--- src/rtl/playfair_digraph_cipher_macros.svh ---
// Assertion macros for the Playfair cipher block.
// Used by the top level; expects clk and rst_n in scope.
`ifndef PLAYFAIR_DIGRAPH_CIPHER_MACROS_SVH
`define PLAYFAIR_DIGRAPH_CIPHER_MACROS_SVH

// Same-cycle implication, checked out of reset
`define PFC_ASSERT_NOW(label, ante, cons, msg) \
    label: assert property (@(posedge clk) disable iff (!rst_n) (ante) |-> (cons)) \
        else $error(msg);

// Next-cycle implication, checked out of reset
`define PFC_ASSERT_NEXT(label, ante, cons, msg) \
    label: assert property (@(posedge clk) disable iff (!rst_n) (ante) |=> (cons)) \
        else $error(msg);

`endif

--- src/rtl/pfc_pkg.sv ---
// Shared types, constants and small functions of the Playfair cipher block.
// Used by pfc_ctrl, pfc_dpath and playfair_digraph_cipher; no dependencies.
package pfc_pkg;

    localparam int SQUARE_SIZE = 25;
    localparam int ALPHA_SIZE  = 26;

    localparam logic [4:0] IDX_I    = 5'd8;
    localparam logic [4:0] IDX_J    = 5'd9;
    localparam logic [4:0] IDX_X    = 5'd23;
    localparam logic [4:0] IDX_LAST = 5'd25;
    localparam logic [6:0] ASCII_A  = 7'd65;

    typedef enum logic [2:0] {
        ACT_KEY_START = 3'd0,
        ACT_KEY_CHAR  = 3'd1,
        ACT_KEY_END   = 3'd2,
        ACT_TEXT_CHAR = 3'd3,
        ACT_TEXT_END  = 3'd4
    } action_t;

    typedef enum logic [2:0] {
        ST_IDLE,
        ST_FILL,
        ST_SLOT,
        ST_SQUARE,
        ST_EMIT_A,
        ST_EMIT_B
    } state_t;

    // Controller to datapath
    typedef struct packed {
        logic clear_key;
        logic place_key;
        logic fill_start;
        logic fill_step;
        logic hold_text;
        logic pair_text;
        logic pair_tail;
        logic drop_held;
        logic slot_rd;
        logic square_rd;
        logic emit_second;
    } cmd_t;

    // Datapath to controller
    typedef struct packed {
        logic mode;
        logic key_ready;
        logic held_valid;
        logic sym_ok;
        logic fill_done;
    } status_t;

    // Map ASCII to {is_letter, letter index}, J folded into I
    function automatic logic [5:0] letter_decode(input logic [7:0] sym);
        logic [7:0] off;
        logic [4:0] idx;
        logic       ok;
        begin
            off = 8'd0;
            ok  = 1'b0;
            if (sym >= 8'h41 && sym <= 8'h5A)
            begin
                off = sym - 8'h41;
                ok  = 1'b1;
            end
            else if (sym >= 8'h61 && sym <= 8'h7A)
            begin
                off = sym - 8'h61;
                ok  = 1'b1;
            end
            idx = off[4:0];
            if (idx == IDX_J)
                idx = IDX_I;
            return {ok, idx};
        end
    endfunction

    // Split a square position 0..24 into {row, col}
    function automatic logic [5:0] pos_split(input logic [4:0] pos);
        logic [2:0] row;
        logic [4:0] base;
        logic [4:0] col;
        begin
            if (pos >= 5'd20)
                row = 3'd4;
            else if (pos >= 5'd15)
                row = 3'd3;
            else if (pos >= 5'd10)
                row = 3'd2;
            else if (pos >= 5'd5)
                row = 3'd1;
            else
                row = 3'd0;
            base = {row, 2'b00} + {2'b00, row};
            col  = pos - base;
            return {row, col[2:0]};
        end
    endfunction

    // Rebuild a square position from row and column
    function automatic logic [4:0] pos_join(input logic [2:0] row, input logic [2:0] col);
        return {row, 2'b00} + {2'b00, row} + {2'b00, col};
    endfunction

    // Step one place around a row or column of five, back when back is set
    function automatic logic [2:0] wrap_step(input logic [2:0] v, input logic back);
        logic [2:0] r;
        begin
            if (back)
                r = (v == 3'd0) ? 3'd4 : v - 3'd1;
            else
                r = (v == 3'd4) ? 3'd0 : v + 3'd1;
            return r;
        end
    endfunction

endpackage

--- src/rtl/pfc_ctrl.sv ---
// Controller state machine of the Playfair cipher block.
// Depends on pfc_pkg; drives pfc_dpath through cmd_t, reads status_t.
module pfc_ctrl (
    input  logic              clk,
    input  logic              rst_n,
    input  logic              s_tvalid,
    output logic              s_tready,
    input  logic [2:0]        action,
    output logic              m_tvalid,
    input  logic              m_tready,
    output logic              m_tlast,
    input  pfc_pkg::status_t  status,
    output pfc_pkg::cmd_t     cmd
);
    import pfc_pkg::*;

    state_t state_reg;
    state_t state_next;
    logic   accept;
    logic   go_fill;
    logic   go_pair;

    assign accept = s_tvalid && (state_reg == ST_IDLE);

    // Decode which accepted items start multi-cycle work
    always_comb
    begin
        go_fill = 1'b0;
        go_pair = 1'b0;
        unique case (action)
            ACT_KEY_END:
                go_fill = !status.key_ready;
            ACT_TEXT_CHAR:
                go_pair = status.key_ready && status.sym_ok && status.held_valid;
            ACT_TEXT_END:
                go_pair = status.key_ready && status.held_valid && !status.mode;
            default:
            begin
                go_fill = 1'b0;
                go_pair = 1'b0;
            end
        endcase
    end

    // Next state
    always_comb
    begin
        state_next = state_reg;
        unique case (state_reg)
            ST_IDLE:
            begin
                if (accept && go_fill)
                    state_next = ST_FILL;
                else if (accept && go_pair)
                    state_next = ST_SLOT;
            end
            ST_FILL:
                if (status.fill_done)
                    state_next = ST_IDLE;
            ST_SLOT:
                state_next = ST_SQUARE;
            ST_SQUARE:
                state_next = ST_EMIT_A;
            ST_EMIT_A:
                if (m_tready)
                    state_next = ST_EMIT_B;
            ST_EMIT_B:
                if (m_tready)
                    state_next = ST_IDLE;
            default:
                state_next = ST_IDLE;
        endcase
    end

    // Outputs and datapath commands
    always_comb
    begin
        cmd      = '0;
        s_tready = 1'b0;
        m_tvalid = 1'b0;
        m_tlast  = 1'b0;
        unique case (state_reg)
            ST_IDLE:
            begin
                s_tready = 1'b1;
                if (accept)
                begin
                    unique case (action)
                        ACT_KEY_START:
                            cmd.clear_key = 1'b1;
                        ACT_KEY_CHAR:
                            cmd.place_key = !status.key_ready;
                        ACT_KEY_END:
                            cmd.fill_start = go_fill;
                        ACT_TEXT_CHAR:
                        begin
                            cmd.hold_text = status.key_ready && status.sym_ok
                                            && !status.held_valid;
                            cmd.pair_text = go_pair;
                        end
                        ACT_TEXT_END:
                        begin
                            cmd.pair_tail = go_pair;
                            cmd.drop_held = status.key_ready && status.held_valid
                                            && status.mode;
                        end
                        default:
                            cmd.clear_key = 1'b0;
                    endcase
                end
            end
            ST_FILL:
                cmd.fill_step = 1'b1;
            ST_SLOT:
                cmd.slot_rd = 1'b1;
            ST_SQUARE:
                cmd.square_rd = 1'b1;
            ST_EMIT_A:
                m_tvalid = 1'b1;
            ST_EMIT_B:
            begin
                m_tvalid        = 1'b1;
                m_tlast         = 1'b1;
                cmd.emit_second = 1'b1;
            end
            default:
                s_tready = 1'b0;
        endcase
    end

    // State register
    always_ff @(posedge clk or negedge rst_n)
    begin
        if (!rst_n)
            state_reg <= ST_IDLE;
        else
            state_reg <= state_next;
    end

endmodule

--- src/rtl/pfc_dpath.sv ---
// Datapath of the Playfair cipher block: key square, letter slots, pair lookup.
// Depends on pfc_pkg; commanded by pfc_ctrl through cmd_t.
module pfc_dpath (
    input  logic              clk,
    input  logic              rst_n,
    input  logic              cfg_we,
    input  logic              cfg_wdata,
    input  logic [7:0]        symbol,
    input  pfc_pkg::cmd_t     cmd,
    output pfc_pkg::status_t  status,
    output logic [6:0]        letter
);
    import pfc_pkg::*;

    // Key square and inverse map
    logic [4:0] square_mem [SQUARE_SIZE];
    logic [4:0] slot_mem   [ALPHA_SIZE];

    logic                  mode_reg;
    logic [ALPHA_SIZE-1:0] used_reg, used_next;
    logic [4:0]            fill_count_reg, fill_count_next;
    logic                  key_ready_reg, key_ready_next;
    logic [4:0]            held_letter_reg, held_letter_next;
    logic                  held_valid_reg, held_valid_next;
    logic [4:0]            fill_idx_reg, fill_idx_next;

    logic [4:0] a_reg, b_reg;
    logic [4:0] pa_reg, pb_reg;
    logic [4:0] qa_let_reg, qb_let_reg;

    logic [5:0] sym_dec;
    logic       sym_ok;
    logic [4:0] sym_idx;
    logic       doubled;
    logic       place_en;
    logic [4:0] place_idx;
    logic       do_place;
    logic [5:0] rc_a, rc_b;
    logic [2:0] ra, ca, rb, cb;
    logic [4:0] qa, qb;
    logic [4:0] out_idx;

    assign sym_dec = letter_decode(symbol);
    assign sym_ok  = sym_dec[5];
    assign sym_idx = sym_dec[4:0];
    assign doubled = !mode_reg && (sym_idx == held_letter_reg);

    // Pick the letter to place: key symbol or sweep candidate
    assign place_en  = (cmd.place_key && sym_ok) || (cmd.fill_step && fill_idx_reg != IDX_J);
    assign place_idx = cmd.fill_step ? fill_idx_reg : sym_idx;
    assign do_place  = place_en && !used_reg[place_idx]
                       && (fill_count_reg < 5'(SQUARE_SIZE));

    // Key and text bookkeeping
    always_comb
    begin
        used_next        = used_reg;
        fill_count_next  = fill_count_reg;
        key_ready_next   = key_ready_reg;
        held_letter_next = held_letter_reg;
        held_valid_next  = held_valid_reg;
        fill_idx_next    = fill_idx_reg;
        if (cmd.clear_key)
        begin
            used_next       = '0;
            fill_count_next = 5'd0;
            key_ready_next  = 1'b0;
            held_valid_next = 1'b0;
        end
        if (do_place)
        begin
            used_next[place_idx] = 1'b1;
            fill_count_next      = fill_count_reg + 5'd1;
        end
        if (cmd.fill_start)
        begin
            fill_idx_next   = 5'd0;
            held_valid_next = 1'b0;
        end
        if (cmd.fill_step)
        begin
            fill_idx_next = fill_idx_reg + 5'd1;
            if (fill_idx_reg == IDX_LAST)
                key_ready_next = 1'b1;
        end
        if (cmd.hold_text)
        begin
            held_letter_next = sym_idx;
            held_valid_next  = 1'b1;
        end
        if (cmd.pair_text)
            held_valid_next = doubled;
        if (cmd.pair_tail || cmd.drop_held)
            held_valid_next = 1'b0;
    end

    always_ff @(posedge clk or negedge rst_n)
    begin
        if (!rst_n)
        begin
            mode_reg        <= 1'b0;
            used_reg        <= '0;
            fill_count_reg  <= 5'd0;
            key_ready_reg   <= 1'b0;
            held_letter_reg <= 5'd0;
            held_valid_reg  <= 1'b0;
            fill_idx_reg    <= 5'd0;
        end
        else
        begin
            if (cfg_we)
                mode_reg <= cfg_wdata;
            used_reg        <= used_next;
            fill_count_reg  <= fill_count_next;
            key_ready_reg   <= key_ready_next;
            held_letter_reg <= held_letter_next;
            held_valid_reg  <= held_valid_next;
            fill_idx_reg    <= fill_idx_next;
        end
    end

    // Latch the pair of letter indexes; a doubled letter pairs with X
    always_ff @(posedge clk)
    begin
        if (cmd.pair_text)
        begin
            a_reg <= held_letter_reg;
            b_reg <= doubled ? IDX_X : sym_idx;
        end
        else if (cmd.pair_tail)
        begin
            a_reg <= held_letter_reg;
            b_reg <= IDX_X;
        end
    end

    // Square and slot memories: one write port, two registered read ports
    always_ff @(posedge clk)
    begin
        if (do_place)
        begin
            square_mem[fill_count_reg] <= place_idx;
            slot_mem[place_idx]        <= fill_count_reg;
        end
        if (cmd.slot_rd)
        begin
            pa_reg <= slot_mem[a_reg];
            pb_reg <= slot_mem[b_reg];
        end
        if (cmd.square_rd)
        begin
            qa_let_reg <= square_mem[qa];
            qb_let_reg <= square_mem[qb];
        end
    end

    // Row, column and rectangle rules
    assign rc_a = pos_split(pa_reg);
    assign rc_b = pos_split(pb_reg);
    assign ra   = rc_a[5:3];
    assign ca   = rc_a[2:0];
    assign rb   = rc_b[5:3];
    assign cb   = rc_b[2:0];

    always_comb
    begin
        priority if (ra == rb)
        begin
            qa = pos_join(ra, wrap_step(ca, mode_reg));
            qb = pos_join(rb, wrap_step(cb, mode_reg));
        end
        else if (ca == cb)
        begin
            qa = pos_join(wrap_step(ra, mode_reg), ca);
            qb = pos_join(wrap_step(rb, mode_reg), cb);
        end
        else
        begin
            qa = pos_join(ra, cb);
            qb = pos_join(rb, ca);
        end
    end

    // Present the selected letter of the pair as ASCII
    assign out_idx = cmd.emit_second ? qb_let_reg : qa_let_reg;
    assign letter  = ASCII_A + {2'b00, out_idx};

    assign status.mode       = mode_reg;
    assign status.key_ready  = key_ready_reg;
    assign status.held_valid = held_valid_reg;
    assign status.sym_ok     = sym_ok;
    assign status.fill_done  = (fill_idx_reg == IDX_LAST);

endmodule

--- src/rtl/playfair_digraph_cipher.sv ---
// Top level of the Playfair cipher block: controller plus datapath.
// Depends on pfc_pkg, pfc_ctrl, pfc_dpath and playfair_digraph_cipher_macros.svh.
//
//  channel   direction  handshake            payload
//  s_*       in         s_tvalid / s_tready  s_tuser = action, s_tdata = symbol
//  m_*       out        m_tvalid / m_tready  m_tdata = letter, m_tlast = last
//  cfg_*     in         cfg_we               cfg_wdata = mode
//
// Key char, key start and items that give no result are handled on acceptance.
// Key end is accepted, then a sweep over all 26 letters fills the square.
// A pair steps through accept, slot read and square read, then offers its two
// letters in turn; s_tready is low until both letters are taken.
// m_tready low holds the current letter; reset leaves no key and mode encrypt.
`include "playfair_digraph_cipher_macros.svh"

module playfair_digraph_cipher (
    input  logic       clk,
    input  logic       rst_n,
    input  logic       s_tvalid,
    output logic       s_tready,
    input  logic [7:0] s_tdata,   // [7:0] symbol
    input  logic [2:0] s_tuser,   // [2:0] action
    output logic       m_tvalid,
    input  logic       m_tready,
    output logic [7:0] m_tdata,   // [6:0] letter, [7] zero
    output logic       m_tlast,
    input  logic       cfg_we,
    input  logic       cfg_wdata
);
    import pfc_pkg::*;

    cmd_t       cmd;
    status_t    status;
    logic [6:0] letter;

    pfc_ctrl u_ctrl (
        .clk      (clk),
        .rst_n    (rst_n),
        .s_tvalid (s_tvalid),
        .s_tready (s_tready),
        .action   (s_tuser),
        .m_tvalid (m_tvalid),
        .m_tready (m_tready),
        .m_tlast  (m_tlast),
        .status   (status),
        .cmd      (cmd)
    );

    pfc_dpath u_dpath (
        .clk       (clk),
        .rst_n     (rst_n),
        .cfg_we    (cfg_we),
        .cfg_wdata (cfg_wdata),
        .symbol    (s_tdata),
        .cmd       (cmd),
        .status    (status),
        .letter    (letter)
    );

    assign m_tdata = {1'b0, letter};

    // Input is never taken while a letter is on offer
    `PFC_ASSERT_NOW(a_no_accept_on_output, m_tvalid, !s_tready, "input ready while output valid")
    // The first letter of a pair is always followed by the second
    `PFC_ASSERT_NEXT(a_pair_follows, m_tvalid && m_tready && !m_tlast, m_tvalid && m_tlast, "second letter missing")
    // Emitted letters are upper case
    `PFC_ASSERT_NOW(a_letter_range, m_tvalid, (m_tdata >= 8'd65) && (m_tdata <= 8'd90), "letter out of range")
    // A pair only starts from a completed key square
    `PFC_ASSERT_NOW(a_pair_needs_key, cmd.pair_text || cmd.pair_tail, status.key_ready, "pair without key")

endmodule

--- config.mk ---
export PLATFORM = sky130hd
export DESIGN_NAME = playfair_digraph_cipher
export DESIGN_NICKNAME = d
export VERILOG_FILES = /design/src/rtl/pfc_pkg.sv /design/src/rtl/pfc_ctrl.sv /design/src/rtl/pfc_dpath.sv /design/src/rtl/playfair_digraph_cipher.sv
export VERILOG_INCLUDE_DIRS = /design/src /design/src/rtl
export SDC_FILE = /design/constraint.sdc
export NUM_CORES = 1
export LEC_CHECK = 0
export ABC_AREA = 1
export ABC_CLOCK_PERIOD_IN_PS = 5250
export BUFFER_PORTS_ARGS = -buffer_cell sky130_fd_sc_hd__buf_2
export CORE_ASPECT_RATIO = 0.7
export CORE_MARGIN = 3
export CORE_UTILIZATION = 40
export DETAILED_ROUTE_END_ITERATION = 7
export GPL_ROUTABILITY_DRIVEN = 0
export PLACE_DENSITY_LB_ADDON = 0.25
export SYNTH_ARGS = -nofsm -noshare
export SYNTH_HDL_FRONTEND = slang
export SYNTH_SLANG_ARGS = --single-unit
--- constraint.sdc ---
create_clock -name clk -period 5.25 [get_ports clk]
set_input_delay 1.05 -clock clk [delete_from_list [all_inputs] [get_ports clk]]
set_output_delay 1.05 -clock clk [all_outputs]
set_load 0.02 [all_outputs]
Word-level counts from Yosys, hierarchy flattened:

Memory sizes are Yosys's and may differ from the RTL's. A register that Yosys moved wholly into a read port is not among the register bits.
Cells that the tools add are included.

* logic and storage cells: 196
* register bits after elaboration: 57
* memories kept: 2
* output and inout bits: 11
* memory bits (writable): 255

Memories
* u_dpath.slot_mem: words 26, width 5, read ports 2, clocked after memory_dff 2, wr ports 1, RTL line pfc_dpath.sv:17 `logic [4:0] slot_mem [ALPHA_SIZE];`
* u_dpath.square_mem: words 25, width 5, read ports 2, clocked after memory_dff 2, wr ports 1, RTL line pfc_dpath.sv:16 `logic [4:0] square_mem [SQUARE_SIZE];`

* reductions and logical operators: 35
* magnitude comparators: 15
* bitwise logic cells: 1
* mux-type cells: 85
* equality and inequality tests: 23
* add/subtract/negate cells: 25

Operators with widths (count)
* two-way mux 3 bit: 31
* two-way mux 5 bit: 18
* two-way mux 26 bit: 2
* adder 5 x 3 -> 5 bit: 10
* two-way mux 1 bit: 26
* bitwise OR 26 bit: 1
* equality test 3 bit (second input constant): 7
* greater-or-equal comparator 5 x 4 -> 1 bit (second input constant): 4
* logical NOT 3 bit: 6
* one-hot mux 3 bit (6 select lines): 1
* logical AND 1 bit: 17
* greater-or-equal comparator 8 x 7 -> 1 bit (second input constant): 2
* less-or-equal comparator 8 x 7 -> 1 bit (second input constant): 2
* adder 3 x 1 -> 3 bit (second input constant): 4
* equality test 3 x 2 -> 1 bit (second input constant): 4
* subtractor 3 x 1 -> 3 bit (second input constant): 4
* adder 5 x 1 -> 5 bit (second input constant): 2
* greater-or-equal comparator 5 x 3 -> 1 bit (second input constant): 2
* greater-or-equal comparator 5 bit (second input constant): 2
* subtractor 5 x 1 -> 5 bit (second input constant): 2
* two-way mux 4 bit: 2
* adder 7 x 5 -> 7 bit (first input constant): 1
* equality test 3 x 1 -> 1 bit (second input constant): 2
* equality test 3 bit: 2
* 20 further kinds: 30

Longest topological paths before layout:

* word-level depth: 14
* mapped depth: 31
* gate-level depth less buffers: 30

Hierarchy:

Synthesis repeated with hierarchy kept, for this count alone.

* cell total of the unflattened synthesis: 2237
* area, all modules: 19291.0 µm²

By module, submodules not included
* pfc_dpath: cells each 2165, instances 1, area an instance 18870.6 µm²
* pfc_ctrl: cells each 70, instances 1, area an instance 409.1 µm²
* playfair_digraph_cipher: cells each 2, instances 1, area an instance 11.3 µm²

Worst setup path before layout:

Ideal clock, no wire load.

* path kind: flip-flop to flip-flop
* from: reg u_dpath.pa_reg[1] (read register of u_dpath.slot_mem)
* to: reg u_dpath.qa_let_reg[2] (read register of u_dpath.square_mem), data pin
* library setup time: 0.253 ns
* period minus slack after synthesis: 4.325 ns
* cell stages (with the launch flop): 26
* setup slack: 0.925 ns
* arrival: 4.072 ns
* data required time: 4.997 ns
* cells stage by stage: edfxtp_1 -> nor2_1 -> nand2_1 -> nand2_2 -> nand2_1 -> nand2_2 -> nand2_1 -> inv_1 -> ha_1 -> inv_1 -> fa_1 -> xor2_1 -> nand3b_1 -> nand2_2 -> inv_2 -> fa_1 -> fa_1 -> o211ai_1 -> o21ai_2 -> inv_2 -> buf_2 -> nand3_1 -> nand3_1 -> nand2_1 -> nand2_1 -> nand2_1

* longest elaborated chain between the ends: 14
* elaborated cells between the ends (all ways): 35

Ends and longest elaborated chain
* start, declared: RTL line pfc_dpath.sv:28 `logic [4:0] pa_reg, pb_reg;`
* branches (longest 13 deep; another with greater-or-equal comparator 5 x 3 -> 1 bit)
* two-way mux 5 bit *: RTL line pfc_dpath.sv:167 `priority if (ra == rb)`
* end, declared: RTL line pfc_dpath.sv:29 `logic [4:0] qa_let_reg, qb_let_reg;`

Mark *: on every way between the ends. The select of a mux whose other input is x is not followed.
A chain may end at the register's enable or synchronous reset.

Worst setup path after layout:

* from: reg u_dpath.pb_reg[2] (read register of u_dpath.slot_mem)
* to: reg u_dpath.qb_let_reg[1] (read register of u_dpath.square_mem), data pin

* longest elaborated chain between the ends: 14
* elaborated cells between the ends (all ways): 35

Ends and longest elaborated chain (RTL line)
* start, declared: pfc_dpath.sv:28
* branches (longest 13 deep; another with greater-or-equal comparator 5 x 3 -> 1 bit)
* two-way mux 5 bit *: pfc_dpath.sv:167
* end, declared: pfc_dpath.sv:29

Marks and branches as above.

==> flow_summary.yaml <==
floorplan:
  io-pin-count: 28
  die_y_um: 190
  row_count: 66
  core-area_mm2: 0.0471
  die_w_um: 269
  initial_core_util_pct: 41.1
  die_area_mm2: 0.0511
routing:
  vias_per_cell: 5.80
  vias: 16600
  firstDrtPassIters: 8
  drtIter0Drc: 2552
  drt.antenna.violating_nets: 0
  drt_wl_total_um: 60100
  drc: 2
  wl_per_cell_um: 21.0
worst_setup_path:
  startpoint: "u_dpath.pb_reg[2]$_DFFE_PP_"
  cp_num_buf_inv: 4
  cp.depth: 26
  cp-end-kind: "register"
  slowest_delay_ns: 0.61
  r2r_end: "u_dpath.qb_let_reg[1]$_DFFE_PN_"
  slowest_stage: "fa_2"
  crit_path_start_kind: "register"
  crit_family: "adder cells"
  worst_ep_required_time_ns: 5.67
  timing.rr.start: "u_dpath.pb_reg[2]$_DFFE_PP_"
  cp_common_cell: "nand2_1"
  worst-r2r-setup-slack_ns: 0.34
  crit_fanout: 30
  arrival_ns: 5.33
  endpoint: "u_dpath.qb_let_reg[1]$_DFFE_PN_"
  critPathKind: "register to register"
  r2r_cells: 26
synthesis:
  yosysSeqAreaShare_pct: 50.3
  yosys.area_share.simple_pct: 25.1
  muxShareOfSynthArea_pct: 0.104
  synth_top_area_share_pct: 44.3
  synth_seq_cells: 332
  syn_avg_cell_area_um2: 8.74
  synth_top_area_cell: "edfxtp_1"
  synth_edf_count: 285
  ys_top_cells_by_area: "edfxtp_1 (44%), nand3_1 (9.4%), nand2_1 (8.8%)"
  yosys.area_share.adder_pct: 3.95
  synth_xor_area_share_pct: 1.40
  synth_top_family_by_area: "simple AND/OR/NAND/NOR gates"
  async_flop_share_pct: 14.2
  synth_ff_type: "edfxtp_1"
  synth_compound_area_share_pct: 10.9
  synth_warnings: 0
  synth_nets: 2285
  syn_area_mm2: 0.0193
  synth_cells: 2213
  synth_cell_types: 55
sta:
  tightest_slew_ns: 1.06
  setup_viol: 0
  setup_tns_ns: 0
  final_hold_viol_count: 0
  fin_crit_sh_pct: 93.6
  skew_ns: 0.0366
  fin_crit_ns: 4.91
  relSlewSlack_pct: 29.3
  fmax_mhz: 204
  rsz0062_at_grt: "false"
  report.final.slew_viol_count: 0
clocking:
  insertion_delay_ns: 0.55
  clk_pin_slew_worst_paths_ns: 0.06
  htree_levels: 2
  cts_num_sinks: 332
  cts_tree: "yes"
  root_buffer: "clkbuf_16"
  cts_made_buffers: 36
  clock_path_buffers: 3
  ctsHoldBuffers: 0
layout:
  fin_nets: 2301
  area_growth_syn_to_layout_pct: 10.1
  fin_cells: 2865
  fillers: 4438
  layout_commonest_cell: "nand2_1"
  antenna_cells: 0
  largest_reg_flops: 130
  design_area_mm2: 0.0213
  drive_above_1_share_pct: 10.9
  final_cell_mix: "nand2_1 (448), nand3_1 (364), edfxtp_1 (285)"
  fin_util_pct: 45.2
status:
  violations: "DRC"
  status: "finished with violations"
place:
  post-place-cells: 2796
  dp_hpwl_um: 41100
  place_area_mm2: 0.0201
  io_buffers: 25
global_route:
  antenna_found_initial: 1
  overflow: 0
  grt_pass1_vias: 15000
  grt_pass1_wl_um: 91300
  grt_max_degree: 88
  track_usage_pct: 23.2
hold_path:
  min_path_type: "register to register"
job:
  maxCapViolCount: 0
==> synth_stat cells (10+ instances only) <==
cell      count
nor3_1       28
a31oi_1      10
nor2_1      144
nand2_1     451
nand2_2      11
buf_2        41
o21ai_1      26
o221ai_1     28
inv_2        21
o21ai_0     165
dfrtp_1      47
a21oi_1      58
ha_1         45
o211ai_1     25
buf_4        13
edfxtp_1    285
nand3_1     364
fa_1         10
inv_1       230
xor2_1       23
nor3_2       26
clkbuf_1     55
o22ai_1      15
==> final cells by class <==
class	count	area [µm²]	share of cell area, %
repair inverters	1	7.51	0.0353
well taps	612	766	3.60
flip-flops and latches	332	9730	45.7
multi-input cells	1502	8060	37.9
repair buffers	98	693	3.26
inverters	258	981	4.61
clock inverters	14	104	0.488
clock buffers	48	946	4.44
==> worst min path at each step <==
stage	startpoint	end	slack [ns]	cells after the start
after floorplan	u_dpath.used_reg[0]$_DFF_PN0_	u_dpath.used_reg[0]$_DFF_PN0_	0.45	2
after global placement	u_dpath.used_reg[25]$_DFF_PN0_	u_dpath.used_reg[25]$_DFF_PN0_	0.47	2
after detailed placement	u_dpath.held_letter_reg[4]$_DFFE_PN0P_	u_dpath.a_reg[4]$_DFFE_PP_	0.48	0
after CTS	u_dpath.held_letter_reg[4]$_DFFE_PN0P_	u_dpath.a_reg[4]$_DFFE_PP_	0.48	0
after global routing	u_dpath.held_letter_reg[4]$_DFFE_PN0P_	u_dpath.a_reg[4]$_DFFE_PP_	0.51	0
final	u_dpath.held_letter_reg[4]$_DFFE_PN0P_	u_dpath.a_reg[4]$_DFFE_PP_	0.48	0
==> worst reg2reg max path: cells and delay by family (launching register included) <==
kind / cells / cell delay [ns]
adder cells (fa/ha/maj): 6 / 1.96
AND/OR/NAND/NOR: 14 / 1.50
buffers and inverters: 4 / 0.55
flip-flops: 1 / 0.46
AO/OA/AOI/OAI: 2 / 0.34
==> through the flow <==
step | hold WS, ns | worst slack [ns]
final | 0.475 | 0.338
after global routing | 0.510 | 0.0145
after detailed placement | 0.478 | 0.100
after global placement | 0.467 | 0.226
after floorplan | 0.453 | 0.925
after CTS | 0.478 | 0.0896
==> cells by family after synthesis <==
logic type      after synthesis
simple gates               1054
buf+inv                     380
xor+xnor                     30
compound gates              358
mux                           2
flops                       332
other cells                   2
fa+ha+maj                    55
==> timing repair <==
| action | CTS | global route |
|---|---|---|
| endpoints found under the setup margin | 0 | 10 |
| resized for setup | 0 | 18 |
| setup buffers | 0 | 5 |
==> routing by layer <==
layer,share of wire [%],global-route usage (%)
met5,0,0
met4,1.5,3.61
met3,13,5.88
met2,38,30.4
met1,47,38.2
Power is not shown: default switching activity piles up to over one toggle a cycle in this logic, so the estimate is an artifact.
